`config.mk`:
```
export PLATFORM = sky130hd
export DESIGN_NAME = fcgm_utf8_step
export DESIGN_NICKNAME = d
export VERILOG_FILES = /design/src/sv/fcgm_pkg.sv /design/src/sv/fcgm_utf8_step.sv
export SDC_FILE = /design/constraint.sdc
export NUM_CORES = 1
export LEC_CHECK = 0
export ABC_CLOCK_PERIOD_IN_PS = 2650
export BUFFER_PORTS_ARGS = -buffer_cell sky130_fd_sc_hd__clkbuf_2
export CORE_ASPECT_RATIO = 1.2
export CORE_MARGIN = 3
export CORE_UTILIZATION = 25
export DETAILED_ROUTE_END_ITERATION = 7
export GPL_TIMING_DRIVEN = 0
export SLEW_MARGIN = 20
export SYNTH_ARGS = -nofsm -noshare
export SYNTH_HDL_FRONTEND = slang
export SYNTH_SLANG_ARGS = --single-unit
export TNS_END_PERCENT = 10
```
`constraint.sdc`:
```
create_clock -name vclk -period 2.65
set_clock_uncertainty 0.2 [all_clocks]
set_input_delay 0.3975 -clock vclk [all_inputs]
set_output_delay 0.3975 -clock vclk [all_outputs]
set_load 0.1 [all_outputs]
```
`src/sv/fcgm_pkg.sv`:
```
// Shared types and constants for the font codepoint-to-glyph map.
// No dependencies; used by the byte decoder and the top level.
package fcgm_pkg;

	localparam int unsigned CP_W    = 21;
	localparam int unsigned GLYPH_W = 16;

	typedef enum logic [1:0] {
		KIND_BYTE   = 2'd0,
		KIND_LOOKUP = 2'd1,
		KIND_CLEAR  = 2'd2
	} kind_t;

	typedef enum logic [2:0] {
		ST_CLEAR,
		ST_IDLE,
		ST_LOOK,
		ST_STORE_A,
		ST_STORE_B
	} state_t;

	localparam logic [0:0] REG_GLYPH_COUNT     = 1'd0;
	localparam logic [0:0] REG_UNICODE_ENABLED = 1'd1;

	localparam logic [7:0]      BYTE_END_GLYPH = 8'hFF;
	localparam logic [7:0]      BYTE_SKIP      = 8'hFE;
	localparam logic [CP_W-1:0] CP_REPLACEMENT = 21'h00FFFD;
	localparam logic [CP_W-1:0] CP_PLANE_LIMIT = 21'h010000;

	// Decoder state that rides along with each table byte
	typedef struct packed {
		logic [1:0]      pend;
		logic [CP_W-1:0] point;
		logic [GLYPH_W-1:0] glyph;
	} dec_state_t;

	// Result of decoding one table byte: up to two map stores and the next state
	typedef struct packed {
		logic            st_a;
		logic [CP_W-1:0] cp_a;
		logic            st_b;
		logic [CP_W-1:0] cp_b;
		logic            closed;
		dec_state_t      nxt;
	} dec_out_t;

endpackage

```
`src/sv/fcgm_utf8_step.sv`:
```
// UTF-8 table byte decoder: one byte against the current decoder state.
// Depends on fcgm_pkg; instantiated by the top level.
module fcgm_utf8_step (
	input  logic [7:0]                    table_byte,
	input  logic                          end_of_table,
	input  logic [fcgm_pkg::GLYPH_W-1:0]  glyph_count,
	input  fcgm_pkg::dec_state_t          cur,
	output fcgm_pkg::dec_out_t            res
);
	import fcgm_pkg::*;

	logic            lead;
	logic [CP_W-1:0] cat;

	assign cat = {cur.point[CP_W-7:0], table_byte[5:0]};

	always_comb begin
		res      = '0;
		res.nxt  = cur;
		lead     = 1'b1;
		if (cur.pend != 2'd0) begin
			if (table_byte[7:6] == 2'b10) begin
				lead         = 1'b0;
				res.nxt.pend = cur.pend - 2'd1;
				if (cur.pend == 2'd1) begin
					res.st_a      = 1'b1;
					res.cp_a      = cat;
					res.nxt.point = '0;
				end else begin
					res.nxt.point = cat;
				end
			end else begin
				res.st_a      = 1'b1;
				res.cp_a      = CP_REPLACEMENT;
				res.nxt.pend  = 2'd0;
				res.nxt.point = '0;
			end
		end
		if (lead && (cur.glyph < glyph_count)) begin
			if (table_byte == BYTE_END_GLYPH) begin
				res.nxt.glyph = cur.glyph + 16'd1;
			end else if (table_byte == BYTE_SKIP) begin
				res.st_b = 1'b0;
			end else if (table_byte[7] == 1'b0) begin
				res.st_b = 1'b1;
				res.cp_b = {13'd0, table_byte};
			end else if (table_byte[7:5] == 3'b110) begin
				res.nxt.point = {16'd0, table_byte[4:0]};
				res.nxt.pend  = 2'd1;
			end else if (table_byte[7:4] == 4'b1110) begin
				res.nxt.point = {17'd0, table_byte[3:0]};
				res.nxt.pend  = 2'd2;
			end else if (table_byte[7:3] == 5'b11110) begin
				res.nxt.point = {18'd0, table_byte[2:0]};
				res.nxt.pend  = 2'd3;
			end else begin
				res.st_b = 1'b1;
				res.cp_b = CP_REPLACEMENT;
			end
		end
		if (end_of_table) begin
			res.nxt.pend  = 2'd0;
			res.nxt.point = '0;
			res.closed    = 1'b1;
		end
	end

endmodule

```
==> results.toml, run 1 <==
[status]
status = "complete, but fails checks"
violations = "negative setup slack"

[clocking]
ctsHoldBuffers = 0

[setup_path]
slowest_stage = "ha_1"
end_kind = "output port"
cp_top_family = "buffers and inverters"
critPathLaunchType = "input port"
worstSetupPathType = "input port to output port"
crit_chain = "clkbuf_2 > inv_1 > ha_1 > o221ai_1 > a21oi_2 > nand3_4 > clkbuf_16 > nor4_4 > xor2_2 > buf_12"
critPathBufInv = 4
max_stage_delay_ps = 400
cp_max_fo = 8
critPathArrivalTime_ps = 2620
cp.required_ps = 2050

[logic_synthesis]
yosysWarnings = 0
synthTopCellsByArea = "ha_1 (13%), a22oi_1 (7.9%), a21oi_1 (6.7%)"
synth_top_cell_area_share = 0.1319
synth_area_sq_um = 1708
synth_cell_types = 52
avgSynthCellArea_sq_um = 6.544
seq_area_frac_synth = 0
synth_top_cell_by_area = "ha_1"
syn_inst = 261

[grt]
overflow = 0
gr-usage-met2 = 0.3927
grt_pass1_wl_um = 12200
use_met3 = 0.03896
busiest_layer = "met2"
use_met1 = 0.1974
first_global_vias = 2482
antenna_found_initial = 0
grt_start_max_net_pins = 12
track_usage = 0.1941

[layout]
clock_buffers = 0
drive_gt1_frac = 0.6331
utilization = 0.6819
fin_cells = 502
syn_to_final_growth_pct = 160.6
diodes = 0
postLayoutCellArea_sq_um = 4451
seq_cell_count = 0
nNetsFinal = 501
multi_input_area_sq_um = 1957
num-fill-cells = 458
seqCellArea_sq_um = 0

[placed_design]
gp_congestion = 0.8064
dpl_worst_slack_ps = -938.1
portBuffers = 141
dpl-instance-area_sq_um = 2903
dp_cells = 491
dpl.hpwl_um = 6078

[timing]
fin_crit_sh = 1.215
worst_slack_ps = -570.5
slew_headroom = 0.6368
hold_viol = 0
period_minus_slack_ps = 3220
finalSetupViolCount = 56
grt_setup_unrepaired = "yes"
max_freq_mhz = 310.5
worst_pin_slew_ps = 547.1
drv_slew = 0

[floorplanning]
initial_core_util = 0.2617
fp.dieH_um = 96.54
num_rows = 32
core-area_sq_um = 6526
dieArea_sq_um = 7863
ioPinCount = 148
die_w_um = 81.45

[hold_path]
holdPathEnd = "res[9]"
min_from = "cur[9]"
hp-class = "input port to output port"
hold_depth = 3

[routing]
first_pass_iters = 4
via_count = 2606
routedWlPerCell_um = 17.73
drt-total-wl_um = 8900
drt_iter0_markers = 148
via_per_inst = 5.191
ant_nets = 0
drc = 0

[pwr]
vdd_drop_max_mv = 0.2233
leakagePower_uw = 0.001932
power_density_nw_per_um2 = 325.8

[job]
maxCapViolations = 0
-- cell usage after synthesis, drive strengths merged, types with 2 or more instances --
| library cell | n |
|---|---|
| o31ai | 2 |
| buf | 21 |
| nor3 | 8 |
| nor3b | 2 |
| nand2b | 4 |
| and2 | 8 |
| inv | 20 |
| nor2 | 25 |
| ha | 18 |
| nand2 | 30 |
| nor4 | 7 |
| a21oi | 24 |
| a22oi | 18 |
| xor2 | 13 |
| o2bb2ai | 3 |
| or4 | 2 |
| o21ai | 2 |
| o21a | 7 |
| nor4b | 2 |
| xnor2 | 2 |
| clkbuf | 10 |
| nand4 | 4 |
| and4 | 2 |
| o22ai | 3 |
| nand3 | 10 |
-- logic make-up after synthesis --
group / share of synthesized area
xor+xnor: 0.07693
compound gates: 0.2799
fa+ha+maj: 0.1319
simple gates: 0.3443
buf+inv: 0.1582
mux: 0.006593
other cells: 0.002196
-- per-layer routing --
metal / routed length, um / share of wire
met4: 182 / 0.020
met3: 965 / 0.11
met1: 3090 / 0.35
met2: 4660 / 0.52
met5: 0 / 0
-- layout make-up --
| type | instances | area share |
|---|---|---|
| plain buffers | 30 | 0.07310 |
| inverters | 20 | 0.01968 |
| multi-input cells | 215 | 0.4397 |
| well taps | 85 | 0.02390 |
| repair buffers | 152 | 0.4436 |
-- power breakdown --
part	switching, uW	leakage, uW	internal [uW]
clock network	0	0	0
logic	937	0.00193	513
registers	0	0	0
total	937	0.00193	513
-- worst max-delay path by stage --
stage,startpoint,depth (start not counted),slack [ps],to
floorplan,cur[9],9,-870,res[48]
global placement,cur[9],11,-930,res[50]
finish,cur[38],10,-570,res[13]
detailed placement,cur[9],11,-940,res[50]
global route,cur[37],10,-700,res[13]
CTS,cur[15],11,-610,res[53]
-- through the flow --
stage	hold slack, ps	total power [uW]	TNS, ps
4_1_cts	983.5	1324	-28400
3_3_place_gp	1135	1087	-48340
2_1_floorplan	697.6	889.5	-50460
3_5_place_dp	1140	1092	-49820
5_1_grt	943.2	1499	-32610
6_report	931.5	1450	-26270
-- repair_timing --
item                       4_1_cts  5_1_grt
setup buffers                    0        9
resized for setup              191       97
pin swaps                        3       23
setup endpoints to repair       77       75
cloned                           1        2
-- cell usage in the layout (no fill, tap or decap), types with 6 or more instances in the layout --
cell       Yosys  final
a22oi_1       18     18
nor2_4         0     11
xor2_2         0     13
nand3_1        9      9
clkbuf_2       1     56
buf_12         0     23
and2_1         8      6
buf_6          3      7
clkbuf_4       0     20
o21a_2         0      6
a21oi_1       23     23
ha_1          18     11
ha_4           0      7
clkbuf_16      0     42
inv_1         20     13
nor2_2         1      6
buf_4         14     16
nor2_1        24      8
nand2_1       30     30
Note: power is estimated with default switching activity, not from simulation.
==> inputs of run 2 (changes only) <==
--- a/config.mk
+++ b/config.mk
@@ -12,8 +12,9 @@
 export CORE_UTILIZATION = 25
 export DETAILED_ROUTE_END_ITERATION = 7
 export GPL_TIMING_DRIVEN = 0
+export PLACE_DENSITY = 0.61
 export SLEW_MARGIN = 20
 export SYNTH_ARGS = -nofsm -noshare
 export SYNTH_HDL_FRONTEND = slang
 export SYNTH_SLANG_ARGS = --single-unit
-export TNS_END_PERCENT = 10
+export TNS_END_PERCENT = 50
==> results.toml, run 2 (same netlist as run 1, synthesis figures left out) <==
[placed_design]
dpl-instance-area_sq_um = 3226
portBuffers = 141
dpl_worst_slack_ps = -1050
dpl.hpwl_um = 5959
gp_congestion = 0.7529

[routing]
ant_nets = 0
via_per_inst = 5.176
drc = 0
drt-total-wl_um = 9166
via_count = 2650
routedWlPerCell_um = 17.90
first_pass_iters = 4
drt_iter0_markers = 147

[timing]
fin_tns_setup_ps = -25020
fin_crit_sh = 1.210
drv_slew = 0
grt_setup_unrepaired = "yes"
slew_headroom = 0.5556
worst_slack_ps = -557.5
max_freq_mhz = 311.8
hold_viol = 0
finalSetupViolCount = 63
worst_pin_slew_ps = 666.5
period_minus_slack_ps = 3208

[pwr]
net-switching-power_uw = 979.3
seqPwrFrac = 0
internal_power_uw = 593.3
switching_share = 0.6227
leakagePower_uw = 0.002177
combPwrFrac = 1.000
p_clk_frac = 0
power_density_nw_per_um2 = 307.8
vdd_drop_max_mv = 0.2017

[grt]
grt_start_max_net_pins = 12
grt_pass1_wl_um = 13430
antenna_found_initial = 0
overflow = 0
track_usage = 0.2154
first_global_vias = 2773

[layout]
diodes = 0
syn_to_final_growth_pct = 199.1
seq_cell_count = 0
nNetsFinal = 511
seqCellArea_sq_um = 0
multi_input_area_sq_um = 2308
clock_buffers = 0
drive_gt1_frac = 0.6557
final_common_cell = "clkbuf_2"
postLayoutCellArea_sq_um = 5109
num-fill-cells = 396
mostFrequentLayoutCells = "clkbuf_2 (61), clkbuf_16 (60), nand2_1 (29)"

[setup_path]
cp.required_ps = 2050
max_stage_delay_ps = 320
critPathMostFrequentCell = "clkbuf_16"
critPathArrivalTime_ps = 2610
cp_max_fo = 5
crit_chain = "clkbuf_16 > ha_4 > and2_4 > a221o_1 > a21oi_2 > nand3_4 > bufbuf_16 > a211o_1 > a211oi_4 > clkbuf_16"
slowest_stage = "a221o_1"
end_kind = "output port"
critPathLaunchType = "input port"
worstSetupPathType = "input port to output port"

[floorplanning]
dieArea_sq_um = 7863
ioPinCount = 148
num_rows = 32
die_w_um = 81.45
core-area_sq_um = 6526
fp.dieH_um = 96.54
initial_core_util = 0.2617

[clocking]
ctsHoldBuffers = 0

[hold_path]
hp-class = "input port to output port"

[status]
violations = "negative setup slack"
status = "complete, but fails checks"

[job]
maxCapViolations = 0
==> run 2: changes by cell type in the layout (fill, tap and decap cells not counted), sizes merged <==
cell / previous run / this run
nor2: 25 / 26
clkinv: 2 / 1
clkbuf: 127 / 136
inv: 18 / 19
buf: 55 / 54
bufbuf: 0 / 1
==> run 2: per-stage QoR <==
step                      std cells  hold WS, ps    util  power [uW]
after floorplan                 265        697.6       -       923.0
after global placement          491         1137  0.4942        1131
after detailed placement        491         1144  0.4942        1136
after CTS                       508        978.7  0.7586        1516
after global routing            512        966.4  0.7828        1629
final                           512        955.5  0.7828        1573
==> run 2: what timing repair did <==
item                       CTS  global route
cloned                       6             0
pin swaps                   35             9
gates resized for setup    248            58
setup buffers               11             5
setup endpoints to repair   77            77
==> run 2: critical path: cells and delay by family <==
kind | cells | cell delay, ps
simple gates | 2 | 290
buf+inv | 3 | 660
fa+ha+maj | 1 | 220
compound gates | 4 | 1030
==> run 2: power by group through the flow <==
| stage | Clock (uW) | Sequential [uW] | Combinational (uW) |
|---|---|---|---|
| after floorplan | 0 | 0 | 923 |
| after global placement | 0 | 0 | 1130 |
| after detailed placement | 0 | 0 | 1140 |
| after CTS | 0 | 0 | 1520 |
| after global routing | 0 | 0 | 1630 |
| final | 0 | 0 | 1570 |
==> run 2: worst paths after layout <==
| check | startpoint | end | cells past startpoint |
|---|---|---|---|
| setup / recovery | cur[10] | res[38] | 10 |
| hold / removal | cur[15] | res[15] | 3 |
==> run 2: area by class of cell <==
type | instances | area share
buffer | 30 | 0.06466
timing repair buffer | 161 | 0.4421
inverter | 20 | 0.02057
tap | 85 | 0.02082
multi-input combinational | 216 | 0.4519
==> run 2: routing by layer <==
metal | vias up | part of all wire | GRT usage
li1 | 1239 | - | -
met1 | 1258 | 0.34 | 0.2083
met2 | 142 | 0.57 | 0.4538
met3 | 11 | 0.085 | 0.03896
met4 | 0 | 0.0096 | 0.04930
met5 | - | 0 | 0
